$ cat src/rtl/core/pidct_pkg.sv
`timescale 1ns / 1ps

package pidct_pkg;

    // data and configuration port widths
    localparam int DATA_W    = 32;
    localparam int ADDR_W    = 5;
    localparam int REG_IDX_W = 3;

    // datapath widths
    localparam int FRAC_W = 16;
    localparam int DIFF_W = DATA_W + 1;
    localparam int MUL_W  = 32;
    localparam int PROD_W = 2 * MUL_W;
    localparam int ACC_W  = PROD_W + MUL_W;
    localparam int PTM_W  = PROD_W - FRAC_W;
    localparam int SUM_W  = 64;

    // divider widths and step count, two quotient bits per clock
    localparam int DVD_W     = ACC_W - FRAC_W;
    localparam int DVS_W     = 32;
    localparam int QRAW_W    = 64;
    localparam int MAG_W     = 63;
    localparam int DIV_STEPS = QRAW_W / 2;
    localparam int DIV_CNT_W = $clog2(DIV_STEPS);

    // term magnitudes saturate at 2^62
    localparam logic [MAG_W-1:0] SAT_MAG = {1'b1, {(MAG_W-1){1'b0}}};

    // microseconds per second
    localparam logic [MUL_W-1:0] MICRO_SCALE = 32'd1000000;

    // function codes
    localparam logic [1:0] FN_COMPUTE = 2'd0;
    localparam logic [1:0] FN_ENABLE  = 2'd1;
    localparam logic [1:0] FN_DISABLE = 2'd2;
    localparam logic [1:0] FN_IGNORED = 2'd3;

    // status codes
    localparam logic [1:0] ST_OK       = 2'd0;
    localparam logic [1:0] ST_DISABLED = 2'd1;
    localparam logic [1:0] ST_TOO_SOON = 2'd2;

    // register indexes
    localparam logic [REG_IDX_W-1:0] REG_TARGET     = 3'd0;
    localparam logic [REG_IDX_W-1:0] REG_GAIN_PROP  = 3'd1;
    localparam logic [REG_IDX_W-1:0] REG_GAIN_INTEG = 3'd2;
    localparam logic [REG_IDX_W-1:0] REG_GAIN_DERIV = 3'd3;
    localparam logic [REG_IDX_W-1:0] REG_LIMIT_LOW  = 3'd4;
    localparam logic [REG_IDX_W-1:0] REG_LIMIT_HIGH = 3'd5;
    localparam logic [REG_IDX_W-1:0] REG_MIN_PERIOD = 3'd6;
    localparam logic [REG_IDX_W-1:0] REG_PROP_MEAS  = 3'd7;

    typedef struct packed {
        logic signed [DATA_W-1:0] target_value;
        logic signed [DATA_W-1:0] gain_prop;
        logic signed [DATA_W-1:0] gain_integ;
        logic signed [DATA_W-1:0] gain_deriv;
        logic signed [DATA_W-1:0] limit_low;
        logic signed [DATA_W-1:0] limit_high;
        logic [DATA_W-1:0]        min_period_us;
        logic                     prop_on_meas;
    } t_cfg;

    localparam t_cfg CFG_RESET = '{
        target_value:  '0,
        gain_prop:     '0,
        gain_integ:    '0,
        gain_deriv:    '0,
        limit_low:     '0,
        limit_high:    32'sh00FF0000,
        min_period_us: '0,
        prop_on_meas:  1'b0
    };

    typedef enum logic [4:0] {
        S_IDLE,
        S_DIFF,
        S_MAG,
        S_MUL_P,
        S_MUL_I,
        S_MUL_D,
        S_MUL_ILO,
        S_MUL_IHI,
        S_ACC_I,
        S_DIV_I,
        S_MUL_DHI,
        S_ACC_D,
        S_WAIT_I,
        S_WAIT_D,
        S_SUM_A,
        S_SUM_B,
        S_SUM_C,
        S_SUM_D,
        S_OUT
    } t_state;

endpackage

$ cat src/rtl/core/pidct_mul.sv
`timescale 1ns / 1ps

module pidct_mul (
    input  logic                          i_clk,
    input  logic [pidct_pkg::MUL_W-1:0]   i_a,
    input  logic [pidct_pkg::MUL_W-1:0]   i_b,
    output logic [pidct_pkg::PROD_W-1:0]  o_prod
);
    import pidct_pkg::*;

    logic [PROD_W-1:0] r_prod;

    // unsigned 32 x 32 product, registered
    always_ff @(posedge i_clk) begin
        r_prod <= PROD_W'(i_a) * PROD_W'(i_b);
    end

    assign o_prod = r_prod;

endmodule

$ cat config.mk
export PLATFORM = sky130hd
export DESIGN_NAME = pidct_mul
export DESIGN_NICKNAME = d
export VERILOG_FILES = /design/src/rtl/core/pidct_pkg.sv /design/src/rtl/core/pidct_mul.sv
export SDC_FILE = /design/constraint.sdc
export NUM_CORES = 2
export LEC_CHECK = 0
export BUFFER_PORTS_ARGS = -buffer_cell sky130_fd_sc_hd__clkbuf_2
export CORE_MARGIN = 1
export CORE_UTILIZATION = 60
export DETAILED_ROUTE_END_ITERATION = 12
export PLACE_DENSITY = 0.83
export SYNTH_ARGS = -nofsm -noshare
export SYNTH_HDL_FRONTEND = slang
export SYNTH_SLANG_ARGS = --single-unit
$ cat constraint.sdc
create_clock -name i_clk -period 9.38 [get_ports i_clk]
set_input_delay 1.876 -clock i_clk [delete_from_list [all_inputs] [get_ports i_clk]]
set_output_delay 1.876 -clock i_clk [all_outputs]
set_load 0.005 [all_outputs]
# Yosys cells after proc, flatten, opt, wreduce, memory -nomap -nowiden
# Cells that the tools add are included.
# W data, S select, Z words.
# word_totals
reg_bits	64
latchBits	0
ram_bits	0
mem_bits_ro	0
in_bits	65
out_inout_bits	64
elab_cells	2
mem_count	0
# op_classes
addsub	0
n_mul	1
div	0
n_lt_le_gt_ge	0
eq_ne	0
n_shift	0
n_mux	0
n_bitwise	0
n_reduce_logical	0
# op_table
operator	count
$mul A32 B32 Y64	1

# Depth between registers and ports, before layout
# depth
ltp_word	1
depth_mapped	29
ltp_nobuf	27

# Least setup slack after synthesis
# Ideal clock, no wire load.
# synth_path
path_type	input to register
from	input port i_a[25] (netlist bit)
to	register r_prod[62], in the netlist o_prod[62]
arrival_time_ns	8.557
slack_ns	0.751
stages	25
n_path_buf	2
cell_sequence	clkbuf_1 -> nand2_1 -> fa_1 -> inv_1 -> fa_1 -> inv_1 -> fa_1 -> inv_1 -> fa_1 -> fa_1 -> fa_1 -> fa_1 -> inv_1 -> fa_1 -> inv_1 -> ha_1 -> buf_2 -> nand4_1 -> or4_1 -> or3_1 -> a31oi_1 -> a31o_2 -> a211oi_1 -> o21ai_1 -> xor2_1
# synth_between
elab_chain_cells	1
# synth_rtl
item	line	text
from (decl)	pidct_mul.sv:5	input logic [pidct_pkg::MUL_W-1:0] i_a,
$mul A32 B32 Y64	pidct_mul.sv:15	r_prod <= PROD_W'(i_a) * PROD_W'(i_b);
to (signal assigned)	pidct_mul.sv:15	
to (decl)	pidct_mul.sv:11	logic [PROD_W-1:0] r_prod;
# No other way between the ends.

# Final worst setup path
# layout_path
from	input port i_a[13] (netlist bit)
to	register r_prod[62], in the netlist o_prod[62]
# Same word-level chain as after synthesis.

==> out/metrics.cfg <==
[outcome]
status=complete, no violations

[yosys]
synth-main-ff-cell=dfxtp_1
synth-edff-count=0
synth_nets=4972
ys_seq_area_frac=0.03695
postSynthCellCount=3748
syn_area_per_cell_um2=9.252
synth-async-reset-ratio=0
synth_area_mm2=0.03468
synth-seq-cells=64
yosysWarnings=0
synth.distinct_cells=57

[setup_path]
max_stage_delay_ps=740
worst_path_most_repeated_cell=fa_1
cp.arrival_ps=9380
crit_fanout=25
critPathCaptureType=flip-flop
slowest_stage=fa_1
path_cells=clkbuf_2 > buf_4 > nand2_1 > fa_1 > inv_1 > fa_1 > fa_1 > fa_1 > fa_1 > fa_1 > fa_1 > ha_1 > ha_1 > nand2_1 > or4_1 > or3_1 > a31oi_1 > a31o_2 > a211oi_1 > o21ai_1 > xor2_1
critPathLaunchType=input pin
worstSetupPathType=in2reg
worst_ep_required_time_ps=9650

[sta]
setup_violations=0
hold_slack_ps=2408
worst_pin_slew_ps=658.2
hold_viol=0
period_share=0.9719
relSlewSlack=0.5612
tns_ps=0
final_max_slew_viol_count=0
period_minus_slack_ps=9116
timing.final.ws_setup_ps=263.7
rsz0062_at_grt=false
fmax_ghz=0.1097

[placed_design]
gp_congestion=0.9356
io_buffers=128
dp_hpwl_um=74720
pre_cts_slack_ps=87.59

[global_route]
grt_first_pass_wirelength_um=145000
grt_max_degree=27
grt_use_total=0.3144
antenna_found_initial=4
grt_pass1_vias=28320
gr-total-overflow=0

[drt]
vias_per_cell=5.612
drt_iter0_markers=1796
first_pass_iters=5
route.detailed.drc=0
vias=25520
wire_per_inst_um=19.21
routed_wl_um=87370
final_antenna_net_count=0

[floorplanning]
initial_core_util=0.6114
die_w_um=242.4
rows=87
die_area_mm2=0.05876
pin_count=129
coreArea_mm2=0.05671
die_h_um=242.4

[clock_network]
root_buffer=clkbuf_16
postCtsResizedCells=0
htree_levels=3
cts_sinks=64
cts_inserted_buffers=9
hold_buffers=0
cts_buffer_depth=2
clk_pin_slew_ps=60
cts_tree=built
post_cts_buffers=0

[cells_and_area]
largest_register_ffs=64
fin_util=0.6464
layout_common_cells=fa_1, inv_1, and2_1
nNetsFinal=5007
final_common_cell=fa_1
areaGrowthSynthToFinish_pct=5.726
drive_gt1_frac=0.07313

[worst_hold_path]
hp-class=in2reg

[flow_run]
drv_cap=0

## metrics by stage
step	cells	instance area, um^2
2_1_floorplan	3748	34680
3_3_place_gp	4528	36300
3_5_place_dp	4528	36300
4_1_cts	4544	36650
5_1_grt	4547	36660
6_report	4547	36660
## final timing paths
check / from / endpoint / slack, ps / cells past startpoint
max: i_a[13] / o_prod[62] / 260 / 21
min: i_b[0] / o_prod[0] / 2410 / 3
## cell type report
| type | count | area (um^2) |
|---|---|---|
| clock inverter | 6 | 115.1 |
| tap | 756 | 945.9 |
| antenna | 3 | 7.507 |
| clock buffer | 10 | 239.0 |
| sequential | 64 | 1281 |
| multi-input combinational | 2599 | 29310 |
| fill | 4343 | 20050 |
| timing repair buffer | 244 | 1511 |
| inverter | 865 | 3247 |
## routing by layer
layer,share of wire,routed length (um),global-route usage
met2,0.52,45260,0.5523
met3,0.070,6078,0.04143
met5,0.00015,13,0
met1,0.35,30430,0.3741
met4,0.064,5582,0.1709
## critical path: cells and delay by family
family,cells,cell delay [ps]
AO/OA/AOI/OAI,4,980
XOR/XNOR,1,180
adder cells (fa/ha/maj),9,4420
buffers and inverters,3,840
AND/OR/NAND/NOR,4,1060
## kinds of logic after synthesis
group	Yosys count	synth area share
AND/OR/NAND/NOR	1177	0.1762
adder cells (fa/ha/maj)	1159	0.6122
buffers and inverters	1085	0.1177
AO/OA/AOI/OAI	202	0.04153
flip-flops	64	0.03695
XOR/XNOR	60	0.01515
multiplexers	1	0.0002887
## Yosys cell counts (all sizes together), types with 2 or more instances
cell type / number / area share
buf: 7 / 0.00097
nand4: 23 / 0.0041
o21ai: 26 / 0.0038
and4: 3 / 0.00076
and3: 14 / 0.0025
and2: 602 / 0.11
o21a: 9 / 0.0019
or3: 3 / 0.00054
o31ai: 5 / 0.0023
a211oi: 3 / 0.00065
a21boi: 3 / 0.00065
ha: 263 / 0.095
xor2: 25 / 0.0063
nand3: 10 / 0.0014
o21bai: 11 / 0.0025
nor2: 20 / 0.0022
or2: 3 / 0.00054
clkbuf: 213 / 0.023
o211ai: 2 / 0.00043
dfxtp: 64 / 0.037
a221o: 4 / 0.0012
xnor2: 35 / 0.0088
a221oi: 4 / 0.0025
or4: 3 / 0.00065
nor2b: 2 / 0.00036
fa: 896 / 0.52
a21o: 40 / 0.0087
a31oi: 12 / 0.0022
a311oi: 2 / 0.00051
nor3: 7 / 0.0010
inv: 865 / 0.094
and3b: 2 / 0.00051
nand2: 480 / 0.052
nand2b: 2 / 0.00036
o221a: 2 / 0.00065
a21oi: 66 / 0.0099
o221ai: 3 / 0.00076
Power is not shown: default switching activity piles up to over one toggle a cycle in this logic, so the estimate is an artifact.
