### src/rtl/core/pidct_pkg.sv
`timescale 1ns / 1ps

package pidct_pkg;

    // data and configuration port widths
    localparam int DATA_W    = 32;
    localparam int ADDR_W    = 5;
    localparam int REG_IDX_W = 3;

    // datapath widths
    localparam int FRAC_W = 16;
    localparam int DIFF_W = DATA_W + 1;
    localparam int MUL_W  = 32;
    localparam int PROD_W = 2 * MUL_W;
    localparam int ACC_W  = PROD_W + MUL_W;
    localparam int PTM_W  = PROD_W - FRAC_W;
    localparam int SUM_W  = 64;

    // divider widths and step count, two quotient bits per clock
    localparam int DVD_W     = ACC_W - FRAC_W;
    localparam int DVS_W     = 32;
    localparam int QRAW_W    = 64;
    localparam int MAG_W     = 63;
    localparam int DIV_STEPS = QRAW_W / 2;
    localparam int DIV_CNT_W = $clog2(DIV_STEPS);

    // term magnitudes saturate at 2^62
    localparam logic [MAG_W-1:0] SAT_MAG = {1'b1, {(MAG_W-1){1'b0}}};

    // microseconds per second
    localparam logic [MUL_W-1:0] MICRO_SCALE = 32'd1000000;

    // function codes
    localparam logic [1:0] FN_COMPUTE = 2'd0;
    localparam logic [1:0] FN_ENABLE  = 2'd1;
    localparam logic [1:0] FN_DISABLE = 2'd2;
    localparam logic [1:0] FN_IGNORED = 2'd3;

    // status codes
    localparam logic [1:0] ST_OK       = 2'd0;
    localparam logic [1:0] ST_DISABLED = 2'd1;
    localparam logic [1:0] ST_TOO_SOON = 2'd2;

    // register indexes
    localparam logic [REG_IDX_W-1:0] REG_TARGET     = 3'd0;
    localparam logic [REG_IDX_W-1:0] REG_GAIN_PROP  = 3'd1;
    localparam logic [REG_IDX_W-1:0] REG_GAIN_INTEG = 3'd2;
    localparam logic [REG_IDX_W-1:0] REG_GAIN_DERIV = 3'd3;
    localparam logic [REG_IDX_W-1:0] REG_LIMIT_LOW  = 3'd4;
    localparam logic [REG_IDX_W-1:0] REG_LIMIT_HIGH = 3'd5;
    localparam logic [REG_IDX_W-1:0] REG_MIN_PERIOD = 3'd6;
    localparam logic [REG_IDX_W-1:0] REG_PROP_MEAS  = 3'd7;

    typedef struct packed {
        logic signed [DATA_W-1:0] target_value;
        logic signed [DATA_W-1:0] gain_prop;
        logic signed [DATA_W-1:0] gain_integ;
        logic signed [DATA_W-1:0] gain_deriv;
        logic signed [DATA_W-1:0] limit_low;
        logic signed [DATA_W-1:0] limit_high;
        logic [DATA_W-1:0]        min_period_us;
        logic                     prop_on_meas;
    } t_cfg;

    localparam t_cfg CFG_RESET = '{
        target_value:  '0,
        gain_prop:     '0,
        gain_integ:    '0,
        gain_deriv:    '0,
        limit_low:     '0,
        limit_high:    32'sh00FF0000,
        min_period_us: '0,
        prop_on_meas:  1'b0
    };

    typedef enum logic [4:0] {
        S_IDLE,
        S_DIFF,
        S_MAG,
        S_MUL_P,
        S_MUL_I,
        S_MUL_D,
        S_MUL_ILO,
        S_MUL_IHI,
        S_ACC_I,
        S_DIV_I,
        S_MUL_DHI,
        S_ACC_D,
        S_WAIT_I,
        S_WAIT_D,
        S_SUM_A,
        S_SUM_B,
        S_SUM_C,
        S_SUM_D,
        S_OUT
    } t_state;

endpackage

### src/rtl/core/pidct_regs.sv
`timescale 1ns / 1ps

module pidct_regs (
    input  logic                          i_clk,
    input  logic                          i_rst_n,
    input  logic                          psel,
    input  logic                          penable,
    input  logic                          pwrite,
    input  logic [pidct_pkg::ADDR_W-1:0]  paddr,
    input  logic [pidct_pkg::DATA_W-1:0]  pwdata,
    output logic [pidct_pkg::DATA_W-1:0]  prdata,
    output logic                          pready,
    output pidct_pkg::t_cfg               o_cfg
);
    import pidct_pkg::*;

    t_cfg                 r_cfg;
    logic [REG_IDX_W-1:0] reg_idx;
    logic                 wr_en;

    assign pready  = 1'b1;
    assign reg_idx = paddr[ADDR_W-1:2];
    assign wr_en   = psel && penable && pwrite && pready;
    assign o_cfg   = r_cfg;

    // register writes on the access phase
    always_ff @(posedge i_clk) begin
        if (!i_rst_n) begin
            r_cfg <= CFG_RESET;
        end else if (wr_en) begin
            unique case (reg_idx)
                REG_TARGET:     r_cfg.target_value  <= pwdata;
                REG_GAIN_PROP:  r_cfg.gain_prop     <= pwdata;
                REG_GAIN_INTEG: r_cfg.gain_integ    <= pwdata;
                REG_GAIN_DERIV: r_cfg.gain_deriv    <= pwdata;
                REG_LIMIT_LOW:  r_cfg.limit_low     <= pwdata;
                REG_LIMIT_HIGH: r_cfg.limit_high    <= pwdata;
                REG_MIN_PERIOD: r_cfg.min_period_us <= pwdata;
                REG_PROP_MEAS:  r_cfg.prop_on_meas  <= pwdata[0];
            endcase
        end
    end

    // read back
    always_comb begin
        unique case (reg_idx)
            REG_TARGET:     prdata = r_cfg.target_value;
            REG_GAIN_PROP:  prdata = r_cfg.gain_prop;
            REG_GAIN_INTEG: prdata = r_cfg.gain_integ;
            REG_GAIN_DERIV: prdata = r_cfg.gain_deriv;
            REG_LIMIT_LOW:  prdata = r_cfg.limit_low;
            REG_LIMIT_HIGH: prdata = r_cfg.limit_high;
            REG_MIN_PERIOD: prdata = r_cfg.min_period_us;
            REG_PROP_MEAS:  prdata = {{(DATA_W-1){1'b0}}, r_cfg.prop_on_meas};
        endcase
    end

endmodule

### config.mk
export PLATFORM = sky130hd
export DESIGN_NAME = pidct_regs
export DESIGN_NICKNAME = d
export VERILOG_FILES = /design/src/rtl/core/pidct_pkg.sv /design/src/rtl/core/pidct_regs.sv
export SDC_FILE = /design/constraint.sdc
export NUM_CORES = 1
export LEC_CHECK = 0
export BUFFER_PORTS_ARGS = -buffer_cell sky130_fd_sc_hd__buf_4
export CAP_MARGIN = 20
export CORE_ASPECT_RATIO = 0.5
export CORE_MARGIN = 5
export CORE_UTILIZATION = 50
export CTS_CLUSTER_SIZE = 14
export DETAILED_ROUTE_END_ITERATION = 16
export GPL_TIMING_DRIVEN = 1
export PLACE_DENSITY_LB_ADDON = 0.05
export SKIP_CTS_REPAIR_TIMING = 1
export SYNTH_ARGS = -nofsm -noshare
export SYNTH_HDL_FRONTEND = slang
export SYNTH_SLANG_ARGS = --single-unit
### constraint.sdc
create_clock -name i_clk -period 2.28 [get_ports i_clk]
set_input_delay 0 -clock i_clk [delete_from_list [all_inputs] [get_ports i_clk]]
set_output_delay 0 -clock i_clk [all_outputs]
set_load 0.01 [all_outputs]
Yosys cells after proc, flatten, opt, wreduce, memory -nomap -nowiden
Cells that the tools add are included.

operators by class
  equal/unequal tests = 7
  reduce and logical (&&, ||, !) cells = 11
  multiplexer cells = 1

operators with widths
  operator                                        count
  one-hot mux 32 bit (8 select lines)             1
  AND reduction 2 bit                             8
  == test 3 bit (second input constant)           4
  == test 3 x 2 -> 1 bit (second input constant)  2
  == test 3 x 1 -> 1 bit (second input constant)  1
  logical NOT 3 bit                               1
  logical AND 1 bit                               2

word-level totals
  input bits = 42
  logic and storage cells = 27
  flip-flop bits (word level) = 225
  output and inout port bits = 258

Logic depth before layout (Yosys ltp)
  depth in word-level cells = 3
  depth in mapped cells = 7
  gate-level depth less buffers = 4

Worst setup path after synthesis
No wires, ideal clock.

  path type = input -> register
  start = input paddr[4] in the netlist's numbering
  end = register r_cfg (netlist bit o_cfg[154])
  buffers on the path = 3
  stages on the path = 7
  setup time = 0.126 ns
  data arrival time = 1.077 ns
  setup slack = 1.077 ns
  data required time = 2.154 ns
  cells stage by stage = buf_4 nand2b_4 or3_1 buf_4 buf_4 nand3_1 o21ai_0

on the way
  word-level cells in the longest chain between the ends = 2

ends and longest elaborated chain
  item                           RTL line          RTL
  start, declared                pidct_regs.sv:9   input logic [pidct_pkg::ADDR_W-1:0] paddr,
  == test 3 x 2 -> 1 bit         pidct_regs.sv:31  unique case (reg_idx)
  AND reduction 2 bit (no line)  --
  end, declared                  pidct_regs.sv:17  t_cfg r_cfg;

Every way passes these cells.
A chain may end at the register's enable or synchronous reset.

Worst setup path in the final report
  start = input paddr[4] in the netlist's numbering
  end = output prdata[2] in the netlist's numbering

on the way
  word-level cells in the longest chain between the ends = 2
  elaborated cells on any way between the ends = 9
  those cells by class = eq/ne (7); mux (1); reduce/logical (1)

ends and longest elaborated chain
  item                                   RTL line          RTL
  == test 3 bit (tied with other cells)  pidct_regs.sv:46  unique case (reg_idx)
  one-hot mux 32 bit (8 select lines) *  pidct_regs.sv:46
  end, declared                          pidct_regs.sv:11  output logic [pidct_pkg::DATA_W-1:0] prdata,

Mark *: on every way between the ends. The rest lies on a longest branch, timed or not.

==> metrics.csv <==
metric,value,unit
worstMarginPinSlew,1102,ps
die_area,21880,um2
numClockSinks,225,
cp_max_fo,35,
rsz0062_at_grt,no,
htreeDepth,1,
hold_start,pwdata[7],
drtPass1Iterations,5,
grt-busiest-layer,met2,
yosys.cell_count.top_type,nand3_1,
crit_path_start,paddr[4],
ys_types,37,
switching_share,23.46,%
dp_hpwl,22610,um
yosysSeqAreaShare,47.75,%
antenna_found_initial,1,
fmax,546.5,MHz
fin_nets,1395,
grt_pass1_wl,49340,um
fin_skew,0,ps
insertion_delay,490,ps
pwr-share-clk,42.1,%
intPower,0.006279,W
power.density,644.8,nW/um2
hold_class,in -> reg,
diodes,0,
required,2280,ps
synth_top_area_cell,dfxtp_1,
vias_per_cell,5.715,
p_seq_share,48.6,%
hold_ws,-48.26,ps
drt-total-wl,32860,um
synth_top_area_share,47.75,%
grt_max_degree,62,
crit_type,in -> out,
area_growth,34.85,%
core.rowCount,35,
worstSetupEndpointType,primary output,
final.setup.tns,0,ps
drtIter0Drc,629,
synth_edf_count,0,
route.detailed.drc,0,
p_leak,5.370,nW
ys_top_cells_by_area,"dfxtp_1 (48%), nand3_1 (12%), o21ai_0 (5.4%)",
synthesis.nets,1119,
relSlewSlack,26.53,%
yosys_warnings,0,
clkTransAtPathRegs,60,ps
use_met1,37.84,%
grt-ovfl-total,0,
fillerInstances,1551,
cts-root-buf,clkbuf_16,
syn_area,9434,um2
min_period,1830,ps
startpoint_type,input port,
grt_pass1_vias,8546,
grt_util_met2,45.97,%
ant_nets,0,
ys_ff_latch,225,
ir_worst_vdd,0.4467,mV
report.final.slew_viol_count,0,
die_h,107.1,um
wire_per_inst,20.26,um
coreArea,18480,um2
cts_buffers,21,
synth_cells,1077,
final_layout_size_suffix_gt1_share,31.03,%
largest_reg_flops,225,
met3_usage,8.552,%
place_congestion,0.8794,
setup_viol,0,
arrival,1830,ps
initial_core_util,51.05,%
io_buffers,296,
synth_common_cells,"nand3_1 (226), dfxtp_1 (225), o21ai_0 (101)",
cts_buffer_depth,3,
ys.flop_type,dfxtp_1,
reg2reg_from,o_cfg[64],
vias,9270,
failed_checks,negative hold slack,
maxCapViolCount,0,
die_x,204.3,um
p_comb_share,9.3,%
hold_viol,7,
finalCritPeriodShare,80.25,%
cts_tree,done,
io_pins,300,
p_sw,0.001924,W
grtUsageTotal,28.22,%
outcome,"complete, but fails checks",
postSynthAreaPerCell,8.760,um2
async_reset_ff_share,0,%
final timing paths:
path / slack [ps] / endpoint / cells after the start
max: 450 / prdata[2] / 4
min: -50 / o_cfg[200] / 3
max reg2reg: 1600 / o_cfg[64] / 2
min reg2reg: 480 / o_cfg[165] / 2
cells by family (layout without fill, tap and decap cells):
| group | after synthesis | count (layout) | synth area share [%] |
|---|---|---|---|
| and+or+nand+nor | 361 | 361 | 18.14 |
| buffers and inverters | 113 | 399 | 6.883 |
| AOI/OAI and AO/OA | 323 | 323 | 21.41 |
| other | 1 | 1 | 0.03975 |
| muxes | 54 | 54 | 5.782 |
| DFF | 225 | 225 | 47.75 |
cell type report:
type	instances	area, um2	area share [%]
clock inverter	5	75.07	0.5901
timing repair buffer	365	2934	23.06
multi-input combinational	739	4299	33.79
inverter	1	3.754	0.02950
sequential	225	4504	35.41
tap	259	324.1	2.547
clock buffer	28	581.8	4.573
power by group through the flow:
stage / combinational, W / clock [W] / sequential (W)
after floorplan: 0.000391 / 0 / 0.00408
after global placement: 0.000698 / 0 / 0.00407
after detailed placement: 0.000706 / 0 / 0.00407
after CTS: 0.000708 / 0.00349 / 0.00398
after global routing: 0.000821 / 0.00366 / 0.00399
final: 0.000764 / 0.00345 / 0.00399
critical path, stage by stage:
cell	delay (ps)
buf_4	240
or3_2	940
o221a_2	480
buf_4	150
per-layer routing:
| metal | routed length, um | vias up |
|---|---|---|
| li1 | - | 4449 |
| met1 | 14250 | 4433 |
| met2 | 15110 | 358 |
| met3 | 3095 | 30 |
| met4 | 408 | 0 |
| met5 | 0 | - |
stage by stage:
stage	utilization, %	setup slack, ps	area [um2]	total power, W	instances
2_1_floorplan	-	1077	9434	0.004473	1077
3_3_place_gp	63.34	490.8	11710	0.004771	1553
3_5_place_dp	63.34	437.9	11710	0.004780	1553
4_1_cts	66.89	498.1	12360	0.008187	1586
5_1_grt	68.84	426.9	12720	0.008464	1622
6_report	68.84	450.3	12720	0.008203	1622
cells in the final DEF (no fill, tap or decap), types with 21 or more instances in the layout:
cell,count
a21oi_1,31
buf_4,320
clkbuf_16,21
dfxtp_1,225
dlygate4sd3_1,36
mux2i_1,50
nand2_1,71
nand3_1,226
nor2_1,43
o21ai_0,101
o21ai_1,87
o21ai_2,30
(Power assumes the default switching activity.)
