## config.mk

```make
export PLATFORM = sky130hd
export DESIGN_NAME = pidct_div
export DESIGN_NICKNAME = d
export VERILOG_FILES = /design/src/rtl/core/pidct_pkg.sv /design/src/rtl/core/pidct_div.sv
export SDC_FILE = /design/constraint.sdc
export NUM_CORES = 1
export LEC_CHECK = 0
export BUFFER_PORTS_ARGS = -buffer_cell sky130_fd_sc_hd__buf_2
export CORE_ASPECT_RATIO = 0.75
export CORE_MARGIN = 2
export CORE_UTILIZATION = 47
export CTS_CLUSTER_SIZE = 30
export DETAILED_ROUTE_END_ITERATION = 6
export PLACE_DENSITY = 0.73
export SLEW_MARGIN = 10
export SYNTH_ARGS = -nofsm -noshare
export SYNTH_HDL_FRONTEND = slang
export SYNTH_SLANG_ARGS = --single-unit
```

## constraint.sdc

```tcl
create_clock -name i_clk -period 7.9 [get_ports i_clk]
set_clock_uncertainty 0.2 [all_clocks]
set_input_delay 1.58 -clock i_clk [delete_from_list [all_inputs] [get_ports i_clk]]
set_output_delay 1.58 -clock i_clk [all_outputs]
set_load 0.02 [all_outputs]
```

## src/rtl/core/pidct_pkg.sv

```systemverilog
`timescale 1ns / 1ps

package pidct_pkg;

    // data and configuration port widths
    localparam int DATA_W    = 32;
    localparam int ADDR_W    = 5;
    localparam int REG_IDX_W = 3;

    // datapath widths
    localparam int FRAC_W = 16;
    localparam int DIFF_W = DATA_W + 1;
    localparam int MUL_W  = 32;
    localparam int PROD_W = 2 * MUL_W;
    localparam int ACC_W  = PROD_W + MUL_W;
    localparam int PTM_W  = PROD_W - FRAC_W;
    localparam int SUM_W  = 64;

    // divider widths and step count, two quotient bits per clock
    localparam int DVD_W     = ACC_W - FRAC_W;
    localparam int DVS_W     = 32;
    localparam int QRAW_W    = 64;
    localparam int MAG_W     = 63;
    localparam int DIV_STEPS = QRAW_W / 2;
    localparam int DIV_CNT_W = $clog2(DIV_STEPS);

    // term magnitudes saturate at 2^62
    localparam logic [MAG_W-1:0] SAT_MAG = {1'b1, {(MAG_W-1){1'b0}}};

    // microseconds per second
    localparam logic [MUL_W-1:0] MICRO_SCALE = 32'd1000000;

    // function codes
    localparam logic [1:0] FN_COMPUTE = 2'd0;
    localparam logic [1:0] FN_ENABLE  = 2'd1;
    localparam logic [1:0] FN_DISABLE = 2'd2;
    localparam logic [1:0] FN_IGNORED = 2'd3;

    // status codes
    localparam logic [1:0] ST_OK       = 2'd0;
    localparam logic [1:0] ST_DISABLED = 2'd1;
    localparam logic [1:0] ST_TOO_SOON = 2'd2;

    // register indexes
    localparam logic [REG_IDX_W-1:0] REG_TARGET     = 3'd0;
    localparam logic [REG_IDX_W-1:0] REG_GAIN_PROP  = 3'd1;
    localparam logic [REG_IDX_W-1:0] REG_GAIN_INTEG = 3'd2;
    localparam logic [REG_IDX_W-1:0] REG_GAIN_DERIV = 3'd3;
    localparam logic [REG_IDX_W-1:0] REG_LIMIT_LOW  = 3'd4;
    localparam logic [REG_IDX_W-1:0] REG_LIMIT_HIGH = 3'd5;
    localparam logic [REG_IDX_W-1:0] REG_MIN_PERIOD = 3'd6;
    localparam logic [REG_IDX_W-1:0] REG_PROP_MEAS  = 3'd7;

    typedef struct packed {
        logic signed [DATA_W-1:0] target_value;
        logic signed [DATA_W-1:0] gain_prop;
        logic signed [DATA_W-1:0] gain_integ;
        logic signed [DATA_W-1:0] gain_deriv;
        logic signed [DATA_W-1:0] limit_low;
        logic signed [DATA_W-1:0] limit_high;
        logic [DATA_W-1:0]        min_period_us;
        logic                     prop_on_meas;
    } t_cfg;

    localparam t_cfg CFG_RESET = '{
        target_value:  '0,
        gain_prop:     '0,
        gain_integ:    '0,
        gain_deriv:    '0,
        limit_low:     '0,
        limit_high:    32'sh00FF0000,
        min_period_us: '0,
        prop_on_meas:  1'b0
    };

    typedef enum logic [4:0] {
        S_IDLE,
        S_DIFF,
        S_MAG,
        S_MUL_P,
        S_MUL_I,
        S_MUL_D,
        S_MUL_ILO,
        S_MUL_IHI,
        S_ACC_I,
        S_DIV_I,
        S_MUL_DHI,
        S_ACC_D,
        S_WAIT_I,
        S_WAIT_D,
        S_SUM_A,
        S_SUM_B,
        S_SUM_C,
        S_SUM_D,
        S_OUT
    } t_state;

endpackage

```

## src/rtl/core/pidct_div.sv

```systemverilog
`timescale 1ns / 1ps

module pidct_div (
    input  logic                         i_clk,
    input  logic                         i_rst_n,
    input  logic                         i_start,
    input  logic [pidct_pkg::DVD_W-1:0]  i_dividend,
    input  logic [pidct_pkg::DVS_W-1:0]  i_divisor,
    output logic                         o_busy,
    output logic [pidct_pkg::MAG_W-1:0]  o_quot
);
    import pidct_pkg::*;

    localparam logic [DIV_CNT_W-1:0] CNT_LAST = DIV_CNT_W'(DIV_STEPS - 1);

    logic                 r_busy;
    logic                 r_sat;
    logic [DIV_CNT_W-1:0] r_cnt;
    logic [DVS_W-1:0]     r_dvs;
    logic [DVS_W-1:0]     r_rem;
    logic [QRAW_W-1:0]    r_quo;

    logic [DVS_W:0]       trial0, trial1, diff0, diff1;
    logic                 ge0, ge1;
    logic [DVS_W-1:0]     rem0, n_rem;
    logic [QRAW_W-1:0]    n_quo;
    logic                 hi_sat;

    // quotient would not fit in 64 bits
    assign hi_sat = DVS_W'(i_dividend[DVD_W-1:QRAW_W]) >= i_divisor;

    // two restoring steps per clock
    always_comb begin
        trial0 = {r_rem, r_quo[QRAW_W-1]};
        diff0  = trial0 - {1'b0, r_dvs};
        ge0    = trial0 >= {1'b0, r_dvs};
        rem0   = ge0 ? diff0[DVS_W-1:0] : trial0[DVS_W-1:0];
        trial1 = {rem0, r_quo[QRAW_W-2]};
        diff1  = trial1 - {1'b0, r_dvs};
        ge1    = trial1 >= {1'b0, r_dvs};
        n_rem  = ge1 ? diff1[DVS_W-1:0] : trial1[DVS_W-1:0];
        n_quo  = {r_quo[QRAW_W-3:0], ge0, ge1};
    end

    // control
    always_ff @(posedge i_clk) begin
        if (!i_rst_n) begin
            r_busy <= 1'b0;
            r_cnt  <= '0;
        end else if (i_start) begin
            r_busy <= 1'b1;
            r_cnt  <= '0;
        end else if (r_busy) begin
            r_cnt <= r_cnt + 1'b1;
            if (r_cnt == CNT_LAST) begin
                r_busy <= 1'b0;
            end
        end
    end

    // remainder and dividend / quotient shift register
    always_ff @(posedge i_clk) begin
        if (i_start) begin
            r_dvs <= i_divisor;
            r_sat <= hi_sat;
            r_rem <= DVS_W'(i_dividend[DVD_W-1:QRAW_W]);
            r_quo <= i_dividend[QRAW_W-1:0];
        end else if (r_busy) begin
            r_rem <= n_rem;
            r_quo <= n_quo;
        end
    end

    assign o_busy = r_busy;
    assign o_quot = (r_sat || (r_quo > QRAW_W'(SAT_MAG))) ? SAT_MAG : r_quo[MAG_W-1:0];

endmodule

```

### Word level (Yosys, flattened, before mapping)

Cells that the tools add are included.

* equal/unequal tests: 1
* muxes and demuxes: 10
* magnitude comparators: 4
* reductions and logical operators: 3
* add/subtract/negate cells: 3
* bitwise operators: 1

Operators with widths (number)
* $mux W64: 2
* $ge A33 B32 Y1: 2
* $gt A64 B63 Y1 const B: 1
* $mux W32: 2
* $sub A32 B32 Y32: 2
* $mux W63: 1
* $ge A16 B32 Y1: 1
* $mux W16: 2
* $add A5 B1 Y5 const B: 1
* $eq A5 B5 Y1 const B: 1
* $mux W1: 3
* $reduce_bool A2 Y1: 1
* $reduce_or A2 Y1: 1
* $logic_or A1 B1 Y1: 1
* $not A1 Y1: 1

* bits in registers: 135
* logic and storage cells: 29
* input bits: 115

### Depth between registers and ports, before layout

* depth after elaboration: 6
* mapped depth: 29

### Worst setup path before layout

No wires, ideal clock.

* path kind: reg-to-reg
* from: register r_rem[3]
* to: register r_rem[5] (data pin)
* arrival time: 5.376 ns
* library setup time: 0.260 ns
* slack: 2.064 ns
* data required time: 7.440 ns
* cell stages (with the launch flop): 26
* cells stage by stage: edfxtp_1 ha_1 nand2_1 a211o_1 a211oi_2 o211a_1 nor4_1 nor2_1 buf_2 buf_1 mux2_2 ha_1 a21oi_1 nand2_1 nand3b_1 a221oi_2 o21bai_1 a21bo_2 and2_1 o31a_1 or2_1 buf_2 buf_6 nor2_1 a21oi_1 mux2_2

* word-level cells in the longest chain between the ends: 6
* elaborated cells on any way between the ends: 8

RTL lines
* start: declaration: line pidct_div.sv:20 `logic [DVS_W-1:0] r_rem;`
* start signal: assignment: line pidct_div.sv:66 `r_rem <= DVS_W'(i_dividend[DVD_W-1:QRAW_W]);`
* start signal: assignment: line pidct_div.sv:69 `r_rem <= n_rem;`
* $sub A32 B32 Y32 / $ge A33 B32 Y1 (equally long branches): line pidct_div.sv:35, pidct_div.sv:36
* $mux W32 *: line pidct_div.sv:37 `rem0 = ge0 ? diff0[DVS_W-1:0] : trial0[DVS_W-1:0];`
* $sub A32 B32 Y32 / $ge A33 B32 Y1 (equally long branches): line pidct_div.sv:39, pidct_div.sv:40
* $mux W32 *: line pidct_div.sv:41 `n_rem = ge1 ? diff1[DVS_W-1:0] : trial1[DVS_W-1:0];`
* $mux W16 *: line pidct_div.sv:68 `end else if (r_busy) begin`
* $mux W16 *: line pidct_div.sv:63 `if (i_start) begin`

Mark *: on every way between the ends. The rest lies on a longest branch, timed or not. The select of a mux whose other input is x is not followed.
A chain may end at the register's enable or synchronous reset.

### Final worst setup path

* from: register r_rem[3]
* to: register r_rem[7] (data pin)

The elaborated chain is that of the path after synthesis.

==> results_dict.tcl <==
set metrics [dict create \
    drtIter0Drc 776 \
    critPathTopFamily "compound AO/OA/AOI/OAI gates" \
    worstHoldStart "r_rem[31]" \
    slew_headroom_pct 29.7 \
    finalWirelength_mm 27.3 \
    syn_to_final_growth_pct 17.6 \
    seqPwrFrac_pct 29.6 \
    worstPathArrival_ns 6.61 \
    power.switching_fraction_pct 40.1 \
    vias 8623 \
    h-tree-depth 4 \
    final_cells 1520 \
    outcome "completed" \
    crit_path_top_delay_cell "nor2_4" \
    io_buffers 178 \
    crit_chain "ha_1 -> nand2_1 -> a211o_1 -> a211oi_2 -> o211a_1 -> nor4_1 -> nor2_4 -> nor2_1 -> a21oi_1 -> ha_1 -> nor2b_1 -> o2111ai_1 -> nand3b_1 -> a221oi_2 -> o21bai_1 -> a21bo_2 -> and2_1 -> o31a_1 -> or2_1 -> buf_4 -> nor2_1 -> a21oi_1 -> mux2_2" \
    postSynthCellCount 1050 \
    grt_first_pass_wirelength_mm 44.0 \
    cp-start-kind "flop" \
    whs_ns 0.300 \
    p_clk_share_pct 25.8 \
    rsz0062_at_grt "false" \
    pin_count 179 \
    clk_path_buf_depth 2 \
    final-hold-violation-count 0 \
    die_y_microns 131 \
    cts_hold_buf 0 \
    cts.clk_slew.worst_paths_ns 0.07 \
    grt_antenna_before_repair 3 \
    synth_seq_cells 135 \
    ys_seq_area_share_pct 37.7 \
    via_per_inst 5.67 \
    worstSetupStartpoint "r_rem[3]" \
    tightest_slew_ns 1.05 \
    grt_max_degree 81 \
    hp-class "flop to flop" \
    max_stage_delay_ns 0.58 \
    setup_ws_ns 1.26 \
    dp_cells 1485 \
    period_share_pct 84.0 \
    synth_edf_count 113 \
    core.rowCount 46 \
    cts_tree "built" \
    p_int_w 0.00191 \
    overflow 0 \
    die_x_microns 174 \
    yosysUniqueCellTypes 66 \
    cts_sinks 135 \
    cts_inserted_buffers 17 \
    nets 1415 \
    finalWeightedCongestion 0.914 \
    initial_core_util_pct 48.0 \
    r2r_start "r_rem[3]" \
    drcViolationCount 0 \
    netlist.area_leader.share_pct 33.4 \
    maxSlewViolCount 0 \
    setup_violations 0 \
    clk-insertion-delay-late_ns 0.44 \
    synth_area_sq_mm 0.0102 \
    grt.total_usage_pct 23.8 \
    min_period_ns 6.64 \
    cp_max_fo 31 \
    synth_area_leaders "edfxtp_1, ha_1, mux2_2, dfxtp_1, and2_1" \
    syn_nets 1249 \
    cts_root_buf "clkbuf_16" \
    combinationalPowerShare_pct 44.6 \
    maxCapViolCount 0 \
    cts_resized 0 \
    detail-route-antenna-nets 0 \
    endpoint_kind "flop" \
    fin_util_pct 56.4 \
    routedWlPerCell_microns 17.9 \
    max_freq_ghz 0.151 \
    yosysWarnings 0 \
    postCtsSetupRepairBufs 0 \
    yosys.area.top_type "edfxtp_1" \
    p_sw_w 0.00128 \
    peakVddDrop_mv 0.172 \
    powerDensity_mw_per_mm2 267 \
    fin_setup_tns_ns 0 \
    async_reset_ff_share_pct 0 \
    drive_gt1_share_pct 26.0 \
    worstPathRequired_ns 7.87 \
    firstDrtPassIters 5 \
    dieArea_sq_mm 0.0228 \
    place_hpwl_mm 20.7 \
    syn_area_per_cell_sq_um 9.68 \
    critical_path_class "flop to flop" \
    first_global_vias 8515 \
    leakagePower_nw 5.35 \
    place_ws_ns 1.43 \
    synth_flop_cell "edfxtp_1" \
    core-area_sq_mm 0.0212 \
    cp.buffers_inverters 1 \
]
[cell usage in the layout, fill, tap and decap left out, types with 7 or more instances in the layout]
master / n
nor4_1: 24
o21a_1: 8
a311oi_1: 9
a21oi_1: 79
o21bai_1: 11
xnor2_1: 42
mux2_2: 84
buf_2: 177
a211oi_1: 7
mux2i_1: 16
xor2_1: 16
buf_4: 10
and2_1: 65
dfxtp_1: 22
nor2_1: 63
nand4_1: 17
nor3_1: 14
inv_1: 81
o21ai_0: 48
nand2b_1: 10
clkinv_8: 7
ha_1: 82
edfxtp_1: 113
a21o_1: 33
nand2_1: 75
a31oi_1: 7
nor2b_1: 9
nand3_1: 8
clkbuf_16: 17
[routing by layer]
layer	global-route usage, %	vias to the layer above	part of all wire (%)
li1	-	4184	-
met1	33.5	4081	47
met2	36.8	323	44
met3	4.80	35	7.0
met4	7.84	0	2.4
met5	0	-	0
[path summary, 6_finish.rpt]
kind / end / slack (ns) / cells past startpoint
max: r_rem[7] / 1.26 / 23
min: r_rem[31] / 0.30 / 2
max reg2reg: r_rem[7] / 1.26 / 23
min reg2reg: r_rem[31] / 0.30 / 2
[cells by family after synthesis]
logic type	synth area share [%]
AND/OR/NAND/NOR	15.2
AO/OA/AOI/OAI	15.9
flip-flops	37.7
buffers and inverters	4.70
multiplexers	10.9
adder cells (fa/ha/maj)	10.5
XOR/XNOR	5.00
[sequential cells by signal, indices dropped and copies added, names as in the netlist]
name,flops
r_sat,1
r_cnt,5
o_busy,1
r_rem,32
r_quo,64
r_dvs,32
[layout make-up]
class,count,area [sq um]
inverter,81,304
multi-input combinational,794,5860
antenna,3,7.51
sequential,135,3830
tap,288,360
timing repair buffer,187,961
clock buffer,17,425
clock inverter,15,194
fill,1922,9230
[worst min-delay path, cell delays in order, from the launching register on]
cell and delay, ns:
dfxtp_1 0.33, nand2b_1 0.07, a21oi_1 0.06
[power by group through the flow]
stage,clock [W],sequential (W),combinational [W]
3_3_place_gp,0,0.000955,0.00136
3_5_place_dp,0,0.000960,0.00138
6_report,0.000823,0.000947,0.00142
2_1_floorplan,0,0.000935,0.00109
4_1_cts,0.000833,0.000945,0.00140
5_1_grt,0.000857,0.000957,0.00157
[cells in the mapped netlist (all sizes together) (9+ instances only)]
cell / instances
a21o: 33
a21oi: 83
a311oi: 9
and2: 65
buf: 12
clkbuf: 28
dfxtp: 22
edfxtp: 113
ha: 82
inv: 81
mux2: 84
mux2i: 16
nand2: 75
nand2b: 10
nand4: 17
nor2: 65
nor2b: 9
nor3: 15
nor4: 24
o21ai: 50
o21bai: 11
xnor2: 42
xor2: 16
[stage by stage]
step           instance area (sq um)  total power (W)
3_3_place_gp                   11300          0.00231
6_report                       11900          0.00319
4_1_cts                        11900          0.00318
3_5_place_dp                   11300          0.00234
2_1_floorplan                  10200          0.00202
5_1_grt                        11900          0.00339
Note: power is estimated with default switching activity, not from simulation.
